==> src/hdl/lru_pr_pkg.sv <==
// ----------------------------------------------------------------------------
// LRU page replacement package
// Shared widths, defaults and the structs that pass along the frame chain.
// ----------------------------------------------------------------------------
package lru_pr_pkg;

  localparam int unsigned FRAMES_DEF    = 3;
  localparam int unsigned PAGE_BITS_DEF = 16;

  localparam int unsigned PAGE_W  = 16;  // page number port width
  localparam int unsigned FIDX_W  = 6;   // frame index width (up to 64 frames)
  localparam int unsigned RANK_W  = 6;   // recency rank width
  localparam int unsigned FAULT_W = 32;

  // Scan record: travels one cell per cycle and collects the lookup result.
  typedef struct packed {
    logic              tok;
    logic              hit;
    logic [FIDX_W-1:0] hit_idx;
    logic [RANK_W-1:0] hit_rank;
    logic              empty;
    logic [FIDX_W-1:0] empty_idx;
    logic              vic_any;
    logic [FIDX_W-1:0] vic_idx;
    logic [RANK_W-1:0] vic_rank;
  } rec_t;

  // Update command broadcast to every cell once the scan is done.
  typedef struct packed {
    logic              en;
    logic              hit;
    logic [FIDX_W-1:0] slot;
    logic [RANK_W-1:0] ref_rank;
  } upd_t;

endpackage

==> src/hdl/lru_pr_cell.sv <==
// ----------------------------------------------------------------------------
// LRU frame cell
// Holds one frame (valid, page, rank), merges its entry into the passing scan
// record and applies the broadcast update.
// ----------------------------------------------------------------------------
module lru_pr_cell #(
  parameter int unsigned IDX       = 0,
  parameter int unsigned PAGE_BITS = lru_pr_pkg::PAGE_BITS_DEF
) (
  input  logic                 clk_i,
  input  logic                 rst_ni,
  input  logic [PAGE_BITS-1:0] key_i,
  input  lru_pr_pkg::rec_t     rec_i,
  input  logic [PAGE_BITS-1:0] vpage_i,
  input  lru_pr_pkg::upd_t     upd_i,
  output lru_pr_pkg::rec_t     rec_o,
  output logic [PAGE_BITS-1:0] vpage_o
);

  localparam int unsigned FW = lru_pr_pkg::FIDX_W;
  localparam int unsigned RW = lru_pr_pkg::RANK_W;
  localparam logic [FW-1:0] MY_IDX = FW'(IDX);

  logic                 valid_q, valid_d;
  logic [PAGE_BITS-1:0] page_q, page_d;
  logic [RW-1:0]        rank_q, rank_d;
  lru_pr_pkg::rec_t     rec_q, rec_d;
  logic [PAGE_BITS-1:0] vpage_q, vpage_d;

  // merge this frame into the record when the token arrives
  always_comb begin
    rec_d     = rec_q;
    rec_d.tok = 1'b0;
    vpage_d   = vpage_q;
    if (rec_i.tok) begin
      rec_d   = rec_i;
      vpage_d = vpage_i;
      if (valid_q && (page_q == key_i) && !rec_i.hit) begin
        rec_d.hit      = 1'b1;
        rec_d.hit_idx  = MY_IDX;
        rec_d.hit_rank = rank_q;
      end
      if (!valid_q && !rec_i.empty) begin
        rec_d.empty     = 1'b1;
        rec_d.empty_idx = MY_IDX;
      end
      // strict compare: lowest index wins a tie
      if (valid_q && (!rec_i.vic_any || (rank_q > rec_i.vic_rank))) begin
        rec_d.vic_any  = 1'b1;
        rec_d.vic_idx  = MY_IDX;
        rec_d.vic_rank = rank_q;
        vpage_d        = page_q;
      end
    end
  end

  // frame update
  always_comb begin
    valid_d = valid_q;
    page_d  = page_q;
    rank_d  = rank_q;
    if (upd_i.en) begin
      if (upd_i.slot == MY_IDX) begin
        valid_d = 1'b1;
        rank_d  = '0;
        if (!upd_i.hit) begin
          page_d = key_i;
        end
      end else if (valid_q && (!upd_i.hit || (rank_q < upd_i.ref_rank))) begin
        rank_d = rank_q + RW'(1);
      end
    end
  end

  always_ff @(posedge clk_i or negedge rst_ni) begin
    if (!rst_ni) begin
      valid_q <= 1'b0;
      rank_q  <= '0;
      rec_q   <= '0;
    end else begin
      valid_q <= valid_d;
      rank_q  <= rank_d;
      rec_q   <= rec_d;
    end
  end

  always_ff @(posedge clk_i) begin
    page_q  <= page_d;
    vpage_q <= vpage_d;
  end

  assign rec_o   = rec_q;
  assign vpage_o = vpage_q;

endmodule

==> src/hdl/lru_page_replacement.sv <==
// ----------------------------------------------------------------------------
// LRU page replacement
// Fully associative frame set with exact-rank least-recently-used eviction.
// ----------------------------------------------------------------------------
// Usage:
//  - Input channel (in_valid_i / in_ready_o) carries one page reference word.
//    Only the low PAGE_BITS bits of page_number_i are looked up.
//  - Output channel (out_valid_o / out_ready_i) returns one result word per
//    reference: hit flag, frame now holding the page, evicted page (zero
//    when nothing was evicted) and the saturating fault count.
//  - The scan record walks the row of frame cells one cell per cycle, the
//    control sees the token leave the last cell, and then the update step
//    applies the update. Ready returns only after the update, so a new
//    reference is not taken while the previous one is still being scanned
//    or updated.
//  - The result sits in an output register; a new reference is taken while
//    it waits. If the receiver stalls, the next reference finishes its scan
//    and holds in the update step until the output register is free.
//  - Reset empties every frame, clears ranks and the fault counter; the
//    block is ready for a reference straight out of reset.
// ----------------------------------------------------------------------------
module lru_page_replacement #(
  parameter int unsigned FRAMES    = lru_pr_pkg::FRAMES_DEF,
  parameter int unsigned PAGE_BITS = lru_pr_pkg::PAGE_BITS_DEF
) (
  input  logic                               clk_i,
  input  logic                               rst_ni,
  input  logic                               in_valid_i,
  output logic                               in_ready_o,
  input  logic [lru_pr_pkg::PAGE_W-1:0]      page_number_i,
  output logic                               out_valid_o,
  input  logic                               out_ready_i,
  output logic                               hit_o,
  output logic [lru_pr_pkg::FIDX_W-1:0]      frame_index_o,
  output logic                               evicted_valid_o,
  output logic [lru_pr_pkg::PAGE_W-1:0]      evicted_page_o,
  output logic [lru_pr_pkg::FAULT_W-1:0]     fault_count_o
);

  localparam int unsigned PW = lru_pr_pkg::PAGE_W;
  localparam int unsigned FW = lru_pr_pkg::FIDX_W;
  localparam int unsigned CW = lru_pr_pkg::FAULT_W;

  typedef enum logic [2:0] {
    S_IDLE = 3'b001,
    S_SCAN = 3'b010,
    S_UPD  = 3'b100
  } state_e;

  state_e               state_q, state_d;
  logic                 start_q;
  logic [PAGE_BITS-1:0] key_q, key_d;
  logic [CW-1:0]        faults_q, faults_d;

  lru_pr_pkg::rec_t     rec_w   [FRAMES+1];
  logic [PAGE_BITS-1:0] vpage_w [FRAMES+1];
  logic [FRAMES-1:0]    tok_vec;
  lru_pr_pkg::upd_t     upd;
  lru_pr_pkg::rec_t     fin;

  logic                 accept;
  logic                 out_free;
  logic                 commit;
  logic                 miss;
  logic                 evict;
  logic [FW-1:0]        slot;
  logic [PW-1:0]        vpage_ext;

  // output word register
  logic                 out_valid_q;
  logic                 hit_q;
  logic [FW-1:0]        frame_index_q;
  logic                 evicted_valid_q;
  logic [PW-1:0]        evicted_page_q;

  assign in_ready_o = (state_q == S_IDLE);
  assign accept     = in_valid_i && in_ready_o;
  assign out_free   = !out_valid_q || out_ready_i;
  assign commit     = (state_q == S_UPD) && out_free;

  // key: low PAGE_BITS of the port, zero-extended when wider than the port
  for (genvar b = 0; b < PAGE_BITS; b++) begin : g_key
    if (b < PW) begin : g_in
      assign key_d[b] = page_number_i[b];
    end else begin : g_zero
      assign key_d[b] = 1'b0;
    end
  end

  // head of the chain: token only, empty record
  assign rec_w[0]   = '{tok: start_q, default: '0};
  assign vpage_w[0] = '0;

  for (genvar i = 0; i < FRAMES; i++) begin : g_cell
    lru_pr_cell #(
      .IDX       (i),
      .PAGE_BITS (PAGE_BITS)
    ) u_cell (
      .clk_i   (clk_i),
      .rst_ni  (rst_ni),
      .key_i   (key_q),
      .rec_i   (rec_w[i]),
      .vpage_i (vpage_w[i]),
      .upd_i   (upd),
      .rec_o   (rec_w[i+1]),
      .vpage_o (vpage_w[i+1])
    );
    assign tok_vec[i] = rec_w[i+1].tok;
  end

  // final record stays in the last cell until the next scan
  assign fin   = rec_w[FRAMES];
  assign miss  = !fin.hit;
  assign evict = miss && !fin.empty;

  always_comb begin
    if (fin.hit) begin
      slot = fin.hit_idx;
    end else if (fin.empty) begin
      slot = fin.empty_idx;
    end else begin
      slot = fin.vic_idx;
    end
  end

  always_comb begin
    upd.en       = commit;
    upd.hit      = fin.hit;
    upd.slot     = slot;
    upd.ref_rank = fin.hit_rank;
  end

  for (genvar b = 0; b < PW; b++) begin : g_vpage
    if (b < PAGE_BITS) begin : g_in
      assign vpage_ext[b] = vpage_w[FRAMES][b];
    end else begin : g_zero
      assign vpage_ext[b] = 1'b0;
    end
  end

  // saturating fault counter
  always_comb begin
    faults_d = faults_q;
    if (commit && miss && (faults_q != {CW{1'b1}})) begin
      faults_d = faults_q + CW'(1);
    end
  end

  always_comb begin
    state_d = state_q;
    case (state_q)
      S_IDLE: begin
        if (accept) begin
          state_d = S_SCAN;
        end
      end
      S_SCAN: begin
        if (tok_vec[FRAMES-1]) begin
          state_d = S_UPD;
        end
      end
      S_UPD: begin
        if (out_free) begin
          state_d = S_IDLE;
        end
      end
      default: state_d = S_IDLE;
    endcase
  end

  always_ff @(posedge clk_i or negedge rst_ni) begin
    if (!rst_ni) begin
      state_q     <= S_IDLE;
      start_q     <= 1'b0;
      faults_q    <= '0;
      out_valid_q <= 1'b0;
    end else begin
      state_q  <= state_d;
      start_q  <= accept;
      faults_q <= faults_d;
      if (commit) begin
        out_valid_q <= 1'b1;
      end else if (out_ready_i) begin
        out_valid_q <= 1'b0;
      end
    end
  end

  always_ff @(posedge clk_i) begin
    if (accept) begin
      key_q <= key_d;
    end
    if (commit) begin
      hit_q           <= fin.hit;
      frame_index_q   <= slot;
      evicted_valid_q <= evict;
      evicted_page_q  <= evict ? vpage_ext : '0;
    end
  end

  assign out_valid_o     = out_valid_q;
  assign hit_o           = hit_q;
  assign frame_index_o   = frame_index_q;
  assign evicted_valid_o = evicted_valid_q;
  assign evicted_page_o  = evicted_page_q;
  assign fault_count_o   = faults_q;

`ifndef SYNTHESIS
  // at most one scan token in the chain
  a_tok_onehot: assert property (@(posedge clk_i) disable iff (!rst_ni)
    $onehot0(tok_vec))
    else $error("more than one scan token in the frame chain");

  // fault count never goes down
  a_faults_mono: assert property (@(posedge clk_i) disable iff (!rst_ni)
    1'b1 |=> faults_q >= $past(faults_q))
    else $error("fault counter decreased");

  // a hit never reports an eviction
  a_hit_no_evict: assert property (@(posedge clk_i) disable iff (!rst_ni)
    out_valid_o && hit_o |-> !evicted_valid_o)
    else $error("eviction reported on a hit");

  // an accepted word always starts a scan
  a_accept_scan: assert property (@(posedge clk_i) disable iff (!rst_ni)
    accept |=> (state_q == S_SCAN) && start_q)
    else $error("accepted word did not start a scan");
`endif

endmodule
==> config.mk <==
export PLATFORM = sky130hd
export DESIGN_NAME = lru_page_replacement
export DESIGN_NICKNAME = d
export VERILOG_FILES = /design/src/hdl/lru_pr_pkg.sv /design/src/hdl/lru_pr_cell.sv /design/src/hdl/lru_page_replacement.sv
export SDC_FILE = /design/constraint.sdc
export NUM_CORES = 1
export LEC_CHECK = 0
export BUFFER_PORTS_ARGS = -buffer_cell sky130_fd_sc_hd__buf_2
export CAP_MARGIN = 5
export CORE_AREA = 2 2 101 200
export CTS_BUF_LIST = sky130_fd_sc_hd__clkbuf_4
export CTS_CLUSTER_DIAMETER = 50
export DETAILED_ROUTE_END_ITERATION = 6
export DIE_AREA = 0 0 103 202
export PLACE_DENSITY = 0.82
export SYNTH_ARGS = -nofsm -noshare
export SYNTH_HDL_FRONTEND = slang
export SYNTH_SLANG_ARGS = --single-unit
==> constraint.sdc <==
create_clock -name clk_i -period 2.71 [get_ports clk_i]
set_input_delay 0.271 -clock clk_i [delete_from_list [all_inputs] [get_ports clk_i]]
set_output_delay 0.271 -clock clk_i [all_outputs]
set_load 0.005 [all_outputs]
; ---- After elaboration in Yosys (flattened, before gate mapping)
; Cells that the tools add are included.
; Widths: inputs -> output; s select.
[word_totals]
regBits = 296
output_inout_bits = 58
input_bits = 20
[classes]
reduce_logical = 49
n_eq_ne = 12
magnitude_cmp = 5
n_addsub = 4
n_bitwise = 1
n_mux = 28
[op_table]
columns = operator, n
row1 = $mux 34, 3
row2 = $mux 13, 6
row3 = $eq 16x16->1, 3
row4 = $mux 6, 8
row5 = $add 32x1->32 const B, 1
row6 = $mux 16, 2
row7 = $ne 32x32->1 const B, 1
row8 = $mux 7, 3
row9 = $add 6x1->6 const B, 3
row10 = $lt 6x6->1, 3
row11 = $logic_and 1x1->1, 17
row12 = $gt 6x6->1, 2
row13 = $reduce_and 2->1, 6
row14 = $reduce_and 3->1, 4
row15 = $logic_not 1->1, 11
row16 = $mux 3, 3
row17 = $pmux 3 s3, 1
row18 = $reduce_bool 2->1, 4
row19 = $eq 6x1->1 const B, 1
row20 = $eq 6x2->1 const B, 1
row21 = $logic_not 6->1, 1
row22 = $logic_or 1x1->1, 6
row23 = $ne 2x1->1 const B, 2
row24 = $eq 3x1->1 const B, 1
row25 = other kinds (5), 6

; ---- Depth between registers and ports, before layout
; Gate-level depths: netlist of the first run.
[depth]
word_depth = 5
depth_mapped = 10
depth_no_buf = 8

; ---- Cells and area by module
; A second synthesis of the first run with hierarchy kept.
[hier_totals]
cells_unflattened = 1113
hier_area_um2 = 13744.4
[by_module_without_submodules]
columns = module, area_per_inst_um2, seq_area_each_um2, cells_per_inst, instances
row1 = lru_pr_cell (g_cell[1].u_cell ...), 3510.9, 1986.9, 286, 2
row2 = lru_pr_cell (g_cell[0].u_cell), 3497.1, 1986.9, 285, 1
row3 = lru_page_replacement, 3225.6, 2128.3, 256, 1

; ---- Worst setup path before layout of the first run
; No wires, ideal clock.
[synth_timing]
path_type = register -> register
from = register state_q[1]
to = register g_cell[1].u_cell.page_q[0] (enable)
arrival_ps = 2578
stages_incl_launch_ff = 5
required_time_ps = 2280
setup_time_ps = 430
slack_ps = -298
cell_sequence = dfrtp_1 nor3b_2 nand2_2 clkbuf_1 nor4_1
[synth_via]
elab_chain_len = 3
[synth_rtl]
columns = element, line
row1 = start: declaration, lru_page_replacement.sv:50  ; state_e state_q, state_d;
row2 = start signal: assignment, lru_page_replacement.sv:178  ; state_q <= state_d;
row3 = $eq 3x3->1, lru_page_replacement.sv:79  ; assign commit = (state_q == S_UPD) && out_free;
row4 = $logic_and 1x1->1, lru_page_replacement.sv:79
row5 = $reduce_and 3->1 (no source line), n/a
row6 = end signal: assignment, lru_pr_cell.sv:88  ; page_q <= page_d;
row7 = end: declaration, lru_pr_cell.sv:25  ; logic [PAGE_BITS-1:0] page_q, page_d;
; Every way passes these cells.
; A chain may end at the register's enable or synchronous reset.

; ---- Worst setup path in the final report of the first run
[layout_timing]
from = register g_cell[0].u_cell.rec_q, in the netlist g_cell[0].u_cell.rec_o[3]
to = register g_cell[1].u_cell.rec_q, in the netlist g_cell[1].u_cell.rec_o[0]
[layout_via]
elab_chain_len = 4
[layout_rtl]
columns = element, line
row1 = start: declaration, lru_pr_cell.sv:27  ; lru_pr_pkg::rec_t rec_q, rec_d;
row2 = start signal: assignment, lru_pr_cell.sv:83  ; rec_q <= rec_d;
row3 = $gt 6x6->1, lru_pr_cell.sv:48  ; if (valid_q && (!rec_i.vic_any || (rank_q > rec_i.vic_rank))) begin
row4 = $logic_or 1x1->1, lru_pr_cell.sv:48
row5 = $logic_and 1x1->1, lru_pr_cell.sv:48
row6 = $mux 13, lru_pr_cell.sv:48
row7 = end signal: assignment, lru_pr_cell.sv:83
row8 = end: declaration, lru_pr_cell.sv:27
; Every way passes these cells.

==> results.sh, run 1 <==
export IMPL_status="completed"
export IMPL_ant_nets=0
export IMPL_p_leak_nw=4.89
export IMPL_nFillCells=1500
export IMPL_clk_latency_ns=0.66
export IMPL_ys_seq_area_frac=0.628
export IMPL_drt_pass1_iterations=5
export IMPL_period_share=0.914
export IMPL_max_cap_violations=0
export IMPL_clock_root_buffer="clkbuf_4"
export IMPL_crit_required_ns=3.23
export IMPL_setup_viol=0
export IMPL_grt_ovfl_total=0
export IMPL_boundaryPins=78
export IMPL_startpoint="g_cell[0].u_cell.rec_o[3]$_DFFE_PN0P_"
export IMPL_r2r_start="g_cell[0].u_cell.rec_o[3]$_DFFE_PN0P_"
export IMPL_first_global_vias=7073
export IMPL_coreArea_mm2=0.0193
export IMPL_syn_area_mm2=0.0106
export IMPL_slew_violations=0
export IMPL_drc=0
export IMPL_routed_top_layer="met4"
export IMPL_route_met2_wl_um=11600
export IMPL_synth_flop_cell="edfxtp_1"
export IMPL_antenna_found_initial=1
export IMPL_worstSetupEndpointType="register"
export IMPL_wl_met3_um=722
export IMPL_syn2layout_area_growth_pct=16.2
export IMPL_finalSetupTns_ns=0
export IMPL_drtIter0Drc=395
export IMPL_grt_use_total=0.213
export IMPL_drive_above_1_share=0.247
export IMPL_clk_pin_slew_ns=0.08
export IMPL_hold_path_class="primary input to async pin"
export IMPL_criticalPathCategory="register to register"
export IMPL_post_cts_buffers=0
export IMPL_ys_ff_latch=240
export IMPL_synth_avg_cell_area_um2=13.2
export IMPL_synthArstFlopShare=0.450
export IMPL_slew_headroom=0.466
export IMPL_ir_drop_mv=0.335
export IMPL_crit_path_start_kind="register"
export IMPL_cts_htree_levels=2
export IMPL_timing_rr_end="g_cell[1].u_cell.rec_o[0]$_DFFE_PN0P_"
export IMPL_power_density_mw_per_mm2=530
export IMPL_skew_ns=0.0280
export IMPL_final_cell_mix="132 x edfxtp_1, 107 x dfrtp_1, 78 x clkbuf_4"
export IMPL_seq_area_mm2=0.00667
export IMPL_hold_violations=0
export IMPL_numCtsBuffers=50
export IMPL_die_area_mm2=0.0208
export IMPL_fin_crit_ns=2.48
export IMPL_dr_total_vias=6849
export IMPL_cp_endpoint="g_cell[1].u_cell.rec_o[0]$_DFFE_PN0P_"
export IMPL_hpwl_um=15200
export IMPL_grt_setup_unrepaired="false"
export IMPL_layout_commonest_cell="edfxtp_1"
export IMPL_hold_worst_slack_ns=0.148
export IMPL_rr_worst_depth=9
export IMPL_io_buffers=73
export IMPL_synth_edf_count=132
export IMPL_clock_fmax_ghz=0.404
export IMPL_grt_pass1_wl_um=34800
export IMPL_rows=72
export IMPL_path_max_fanout=17
export IMPL_yosys_cell_types_count=61
export IMPL_synth_cells=807
export IMPL_nets=1016
export IMPL_avgRoutedWirePerCell_um=16.9
export IMPL_ys_warn_count=0
export IMPL_clk_path_buf_depth=3
export IMPL_cts_num_sinks=240
export IMPL_cts_repair_resized=0
export IMPL_globalplace_congestion=0.914
export IMPL_drt_met1_wl_um=7950
export IMPL_start_util=0.551
export IMPL_die_y_um=202
export IMPL_wirelength_um=21300
export IMPL_viasPerCell=5.42
export IMPL_grt_max_degree=53
export IMPL_tightest_slew_ns=0.800
export IMPL_r2r_slack_ns=0.23
export IMPL_cts_tree="built"
export IMPL_die_x_um=103
export IMPL_cp_arrival_ns=2.99
export IMPL_multi_input_area_mm2=0.00375
==> sequential cells by signal, indices dropped and copies added (netlist names) <==
name	flops
g_cell.u_cell.rec_o	50
g_cell.u_cell.page_q	48
g_cell.u_cell.vpage_o	48
fault_count_o	32
g_cell.u_cell.rank_q	18
evicted_page_o	16
key_q	16
g_cell.u_cell.valid_q	3
state_q	3
frame_index_o	2
evicted_valid_o	1
hit_o	1
out_valid_o	1
start_q	1
==> Yosys cell counts (all sizes together) (9+ instances only) <==
cell type	n	area [µm²]
edfxtp	132	3960
dfrtp	107	2680
nor2	48	180
xor2	48	420
mux2	42	473
nand2	40	153
and2	36	225
nand3	35	175
inv	34	128
xnor2	34	298
a21oi	32	168
ha	31	388
o21ai	29	145
nand4	22	153
mux2i	17	170
clkbuf	14	52.6
nor3	13	81.3
nor4	12	111
a22o	9	78.8
==> what timing repair did <==
item,CTS,global route
setup endpoints to repair,0,0
hold buffers,20,0
hold endpoints to repair,58,0
==> worst min path at each step <==
stage	to	slack (ns)	cells past startpoint
4_1_cts	fault_count_o[10]$_DFFE_PN0P_	0.12	2
3_5_place_dp	fault_count_o[8]$_DFFE_PN0P_	0.29	1
5_1_grt	fault_count_o[10]$_DFFE_PN0P_	0.18	2
2_1_floorplan	fault_count_o[0]$_DFFE_PN0P_	-0.02	0
3_3_place_gp	fault_count_o[9]$_DFFE_PN0P_	0.29	1
6_report	fault_count_o[10]$_DFFE_PN0P_	0.15	2
==> through the flow <==
step	instance area (µm²)	std cells	util	setup slack (ns)	power [mW]
2_1_floorplan	10600	810	-	0.250	3.91
3_3_place_gp	11500	1152	0.596	0.243	3.95
3_5_place_dp	11500	1152	0.596	0.240	3.95
4_1_cts	12300	1262	0.640	0.226	6.62
5_1_grt	12300	1263	0.640	0.0120	6.79
6_report	12300	1263	0.640	0.233	6.54
==> power by group <==
part | internal, mW | switching [mW] | total (mW) | leakage, nW
clock | 1.31 | 1.33 | 2.64 | 0.385
sequential | 3.82 | 0.0000000000000000498 | 3.82 | 2.57
combinational | 0.0317 | 0.0397 | 0.0715 | 1.93
==> critical path: stages, from the launching register on <==
cell and delay, ns:
dfrtp_1 0.35, inv_1 0.06, ha_1 0.29, and4_1 0.20
o21ai_0 0.08, o21ai_0 0.08, o311a_1 0.69, buf_4 0.31
mux2i_1 0.20, a21oi_1 0.08
==> kinds of logic after synthesis <==
family	after synthesis	share of synthesized area
fa+ha+maj	31	0.0365
buf+inv	56	0.0216
other cells	1	0.000353
compound gates	100	0.0607
xor+xnor	82	0.0676
mux	59	0.0606
simple gates	238	0.125
flops	240	0.628
==> layer usage <==
metal	global-route usage	vias to the layer above
met4	0.115	0
met5	0	-
met1	0.234	3319
met2	0.380	195
met3	0.0325	68
li1	-	3267
==> final cells by class <==
type | instances | area share
flip-flops and latches | 240 | 0.541
well taps | 259 | 0.0263
clock buffers | 78 | 0.0475
diodes | 1 | 0.000203
clock inverters | 12 | 0.00457
multi-input cells | 514 | 0.304
repair buffers | 124 | 0.0659
inverters | 35 | 0.0107
Note: power is estimated with default switching activity, not from simulation.
==> run 2: changes to the inputs <==
CORE_AREA = 2 2 106 210   (was 2 2 101 200)
DIE_AREA = 0 0 108 212   (was 0 0 103 202)
PLACE_DENSITY = 0.76   (was 0.82)
RECOVER_POWER = 100   (was default)
==> run 2 against run 1 <==
The flow now finishes with violations (capacitance limit, slew limit). Power rose by 0.63%. Cell area fell by 0.68%. Fmax fell by 3.1%. Combinational power barely moved. Worst setup slack got worse by 0.080 ns. Hold slack improved by 0.18 ns.
==> results.sh, run 2 (same netlist as run 1, synthesis figures left out) <==
export IMPL_cts_num_sinks=240
export IMPL_syn2layout_area_growth_pct=15.4
export IMPL_drive_above_1_share=0.203
export IMPL_crit_path_start_kind="register"
export IMPL_criticalPathCategory="register to register"
export IMPL_die_y_um=212
export IMPL_grt_setup_unrepaired="false"
export IMPL_p_leak_nw=4.72
export IMPL_r2r_slack_ns=0.15
export IMPL_pwr_share_comb=0.011
export IMPL_crit_required_ns=3.02
export IMPL_slew_headroom=-0.437
export IMPL_period_share=0.944
export IMPL_hpwl_um=15600
export IMPL_cp_arrival_ns=2.87
export IMPL_antenna_found_initial=1
export IMPL_seq_power_share=0.581
export IMPL_clkPwrFrac=0.408
export IMPL_coreArea_mm2=0.0214
export IMPL_skew_ns=0.0155
export IMPL_hold_violations=0
export IMPL_max_cap_violations=1
export IMPL_setup_viol=0
export IMPL_drtIter0Drc=388
export IMPL_io_buffers=73
export IMPL_status="finished, violations left"
export IMPL_avgRoutedWirePerCell_um=17.1
export IMPL_grt_ovfl_total=0
export IMPL_path_max_fanout=16
export IMPL_viasPerCell=5.39
export IMPL_grt_max_degree=52
export IMPL_clk_latency_ns=0.66
export IMPL_drc=0
export IMPL_wirelength_um=21900
export IMPL_slew_violations=38
export IMPL_hold_path_class="primary input to register"
export IMPL_clock_fmax_ghz=0.391
export IMPL_nFillCells=1824
export IMPL_finalSetupTns_ns=0
export IMPL_numCtsBuffers=52
export IMPL_rows=76
export IMPL_worstSetupEndpointType="register"
export IMPL_drt_pass1_iterations=4
export IMPL_violations="capacitance limit, slew limit"
export IMPL_grt_use_total=0.196
export IMPL_start_util=0.496
export IMPL_nets=1018
export IMPL_boundaryPins=78
export IMPL_post_route_util=0.573
export IMPL_swShare=0.211
export IMPL_globalplace_congestion=0.859
export IMPL_dr_total_vias=6907
export IMPL_tightest_slew_ns=2.16
export IMPL_clock_root_buffer="clkbuf_4"
export IMPL_seq_area_mm2=0.00667
export IMPL_layout_commonest_cell="edfxtp_1"
export IMPL_p_int_mw=5.19
export IMPL_cts_htree_levels=2
export IMPL_power_density_mw_per_mm2=537
export IMPL_cts_repair_resized=0
export IMPL_largest_register_ffs=50
export IMPL_grt_pass1_wl_um=35100
export IMPL_p_sw_mw=1.39
export IMPL_multi_input_area_mm2=0.00372
export IMPL_die_area_mm2=0.0229
export IMPL_fin_crit_ns=2.56
export IMPL_clk_path_buf_depth=3
export IMPL_cts_tree="built"
export IMPL_clk_pin_slew_ns=0.07
export IMPL_die_x_um=108
export IMPL_ant_nets=0
export IMPL_ir_drop_mv=0.315
export IMPL_hold_worst_slack_ns=0.326
export IMPL_first_global_vias=7127
export IMPL_final_cell_mix="132 x edfxtp_1, 107 x dfrtp_1, 79 x clkbuf_4"
-- run 2: cell types whose count changed in the layout (fill, tap and decap cells not counted), moves of 3 or more --
cell	before	now
buf_4	31	13
clkbuf_2	0	6
and2_0	0	21
buf_2	72	47
and2_1	36	15
clkinv_2	1	4
clkbuf_1	0	37
-- run 2: final cells by class --
cell class | count | share of cell area
clock buffer | 79 | 0.0484
tap | 273 | 0.0279
inverter | 35 | 0.0107
timing repair buffer | 124 | 0.0589
antenna | 1 | 0.000204
sequential | 240 | 0.544
multi-input combinational | 514 | 0.304
clock inverter | 16 | 0.00592
-- run 2: through the flow --
stage	setup slack [ns]	area (µm²)	cells	total power, mW
floorplan	0.250	10600	810	3.91
global placement	0.262	11500	1166	3.95
detailed placement	0.214	11500	1166	3.95
CTS	0.170	12400	1281	6.69
global route	0.0191	12200	1282	6.86
finish	0.153	12200	1282	6.58
-- run 2: path summary, 6_finish.rpt --
check / startpoint / end / depth (start not counted)
min in group asynchronous: rst_ni / fault_count_o[9]$_DFFE_PN0P_ / 2
max in group asynchronous: rst_ni / fault_count_o[26]$_DFFE_PN0P_ / 3
min reg2reg: fault_count_o[31]$_DFFE_PN0P_ / fault_count_o[31]$_DFFE_PN0P_ / 1
max: g_cell[2].u_cell.rec_o[32]$_DFFE_PN0P_ / g_cell[0].u_cell.page_q[12]$_DFFE_PP_ / 6
max reg2reg: g_cell[2].u_cell.rec_o[32]$_DFFE_PN0P_ / g_cell[0].u_cell.page_q[12]$_DFFE_PP_ / 6
min: page_number_i[2] / key_q[2]$_DFFE_PP_ / 2
-- run 2: metal layers --
layer  GRT usage  wire, µm  part of all wire
met5           0         0                 0
met4       0.110      1060             0.048
met1       0.208      8050              0.37
met2       0.363     11900              0.54
met3      0.0300       923             0.042
-- run 2: power groups by stage --
stage	registers, mW	clock network [mW]	logic [mW]
4_1_cts	3.82	2.79	0.0740
5_1_grt	3.82	2.96	0.0812
2_1_floorplan	3.90	0	0.00562
3_5_place_dp	3.90	0	0.0532
6_report	3.82	2.68	0.0717
3_3_place_gp	3.90	0	0.0526
-- run 2: worst max-delay path: stages, from the launching register on --
cell and delay, ns:
dfrtp_1 0.48, clkbuf_1 0.31, nand2_1 0.11, o21ai_0 0.27
or2_0 0.44, nor3_1 0.22, clkbuf_2 0.39
-- run 2: what timing repair did --
item                                   in CTS  in global routing
buffers inserted                            0                  0
endpoints found under the hold margin      67                  0
hold buffers                               20                  0
==> run 3: changes to the inputs <==
CORE_AREA = 2 2 120 239   (was 2 2 106 210)
DIE_AREA = 0 0 122 241   (was 0 0 108 212)
PLACE_DENSITY = 0.62   (was 0.76)
==> run 3 against run 2 <==
The run now ends clean. Cell area is 1.3% higher. Critical endpoint is now g_cell[0].u_cell.page_q[6]$_DFFE_PP_. Register-to-register slack improved by 0.08 ns. Global-route usage fell by 3.3 points. Via count is 1.7% lower.
==> results.sh, run 3 (same netlist as run 1, synthesis figures left out) <==
export IMPL_status="completed"
export IMPL_drtIter0Drc=302
export IMPL_ant_nets=0
export IMPL_p_total_mw=6.67
export IMPL_grt_pass1_wl_um=37200
export IMPL_coreArea_mm2=0.0274
export IMPL_boundaryPins=78
export IMPL_grt_max_degree=56
export IMPL_power_density_mw_per_mm2=537
export IMPL_rr_worst_depth=5
export IMPL_final_cell_mix="132 x edfxtp_1, 107 x dfrtp_1, 79 x clkbuf_4"
export IMPL_r2r_start="g_cell[2].u_cell.rec_o[19]$_DFFE_PN0P_"
export IMPL_min_delay_start="page_number_i[12]"
export IMPL_crit_required_ns=3.13
export IMPL_dr_total_vias=6788
export IMPL_nets=1028
export IMPL_post_cts_buffers=0
export IMPL_clock_root_buffer="clkbuf_4"
export IMPL_ir_drop_mv=0.294
export IMPL_cts_tree="built"
export IMPL_drc=0
export IMPL_grt_ovfl_total=0
export IMPL_die_area_mm2=0.0294
export IMPL_die_y_um=241
export IMPL_setup_slack_ns=0.231
export IMPL_setup_viol=0
export IMPL_rows=86
export IMPL_grt_use_total=0.164
export IMPL_clock_fmax_ghz=0.403
export IMPL_seq_area_mm2=0.00667
export IMPL_cts_repair_resized=0
export IMPL_numCtsBuffers=55
export IMPL_cts_num_sinks=240
export IMPL_dpl_cell_area_mm2=0.0117
export IMPL_wirelength_um=23000
export IMPL_syn2layout_area_growth_pct=16.9
export IMPL_hold_path_class="primary input to register"
export IMPL_clk_path_buf_depth=3
export IMPL_slew_violations=0
export IMPL_largest_register_ffs=50
export IMPL_clk_latency_ns=0.71
export IMPL_path_max_fanout=16
export IMPL_hold_depth=2
export IMPL_viasPerCell=4.93
export IMPL_hpwl_um=16600
export IMPL_pre_cts_ws_ns=0.437
export IMPL_criticalPathCategory="register to register"
export IMPL_slew_headroom=0.142
export IMPL_die_x_um=122
export IMPL_hold_worst_slack_ns=0.266
export IMPL_r2r_slack_ns=0.23
export IMPL_max_cap_violations=0
export IMPL_layout_commonest_cell="edfxtp_1"
export IMPL_first_global_vias=7269
export IMPL_skew_ns=0.0378
export IMPL_finalSetupTns_ns=0
export IMPL_drive_above_1_share=0.198
export IMPL_worstSetupEndpointType="register"
export IMPL_post_route_util=0.452
export IMPL_start_util=0.387
export IMPL_tightest_slew_ns=1.29
export IMPL_io_buffers=73
export IMPL_placed_cells=1252
export IMPL_drt_pass1_iterations=4
export IMPL_multi_input_area_mm2=0.00372
export IMPL_avgRoutedWirePerCell_um=16.7
export IMPL_clk_pin_slew_ns=0.07
export IMPL_period_share=0.915
export IMPL_finalInstanceArea_mm2=0.0124
export IMPL_cp_arrival_ns=2.90
export IMPL_nFillCells=2607
export IMPL_fin_crit_ns=2.48
export IMPL_timing_rr_end="g_cell[0].u_cell.page_q[6]$_DFFE_PP_"
export IMPL_cts_htree_levels=2
export IMPL_final_cells=1376
export IMPL_p_leak_nw=4.73
export IMPL_grt_setup_unrepaired="false"
export IMPL_crit_path_start_kind="register"
export IMPL_whs_endpoint="key_q[12]$_DFFE_PP_"
export IMPL_globalplace_congestion=0.832
export IMPL_antenna_found_initial=1
export IMPL_hold_violations=0
[run 3: report_power, final]
group                  switching, mW  internal [mW]
clock                           1.42           1.36
sequential     0.0000000000000000437           3.82
combinational                 0.0407         0.0279
[run 3: area by class of cell]
type                    instances  area share
well taps                     352      0.0355
inverters                      35      0.0106
repair buffers                131      0.0603
multi-input cells             514       0.300
clock buffers                  79      0.0478
diodes                          1    0.000202
flip-flops and latches        240       0.537
clock inverters                24     0.00847
[run 3: how the worst max path moves through the flow]
stage	cells after the start	endpoint	from	slack [ns]
final	5	g_cell[0].u_cell.page_q[6]$_DFFE_PP_	g_cell[2].u_cell.rec_o[19]$_DFFE_PN0P_	0.23
after global routing	7	g_cell[2].u_cell.rec_o[23]$_DFFE_PN0P_	key_q[8]$_DFFE_PP_	0.12
after CTS	6	g_cell[2].u_cell.rank_q[5]$_DFFE_PN0P_	g_cell[2].u_cell.rank_q[3]$_DFFE_PN0P_	0.43
after detailed placement	6	g_cell[2].u_cell.rank_q[5]$_DFFE_PN0P_	g_cell[2].u_cell.rank_q[3]$_DFFE_PN0P_	0.44
after global placement	6	g_cell[2].u_cell.rank_q[5]$_DFFE_PN0P_	g_cell[2].u_cell.rank_q[3]$_DFFE_PN0P_	0.41
after floorplan	5	g_cell[2].u_cell.page_q[0]$_DFFE_PP_	state_q[1]$_DFFE_PN0P_	0.25
[run 3: timing repair]
item                       CTS  global route
hold buffers                20             0
hold endpoints to repair    62             0
setup endpoints to repair    0             0
[run 3: metal layers]
| metal | wire length (µm) | global-route usage | vias to the layer above |
|---|---|---|---|
| li1 | - | - | 3292 |
| met1 | 8550 | 0.171 | 3295 |
| met2 | 12600 | 0.303 | 139 |
| met3 | 847 | 0.0276 | 62 |
| met4 | 970 | 0.0930 | 0 |
| met5 | 0 | 0 | - |
[run 3: critical path, stage by stage (launching register included)]
cell and delay [ns]:
dfrtp_1 0.43, mux2i_1 0.26, o21ai_0 0.39, or2_2 0.51
nor3_1 0.39, buf_12 0.21
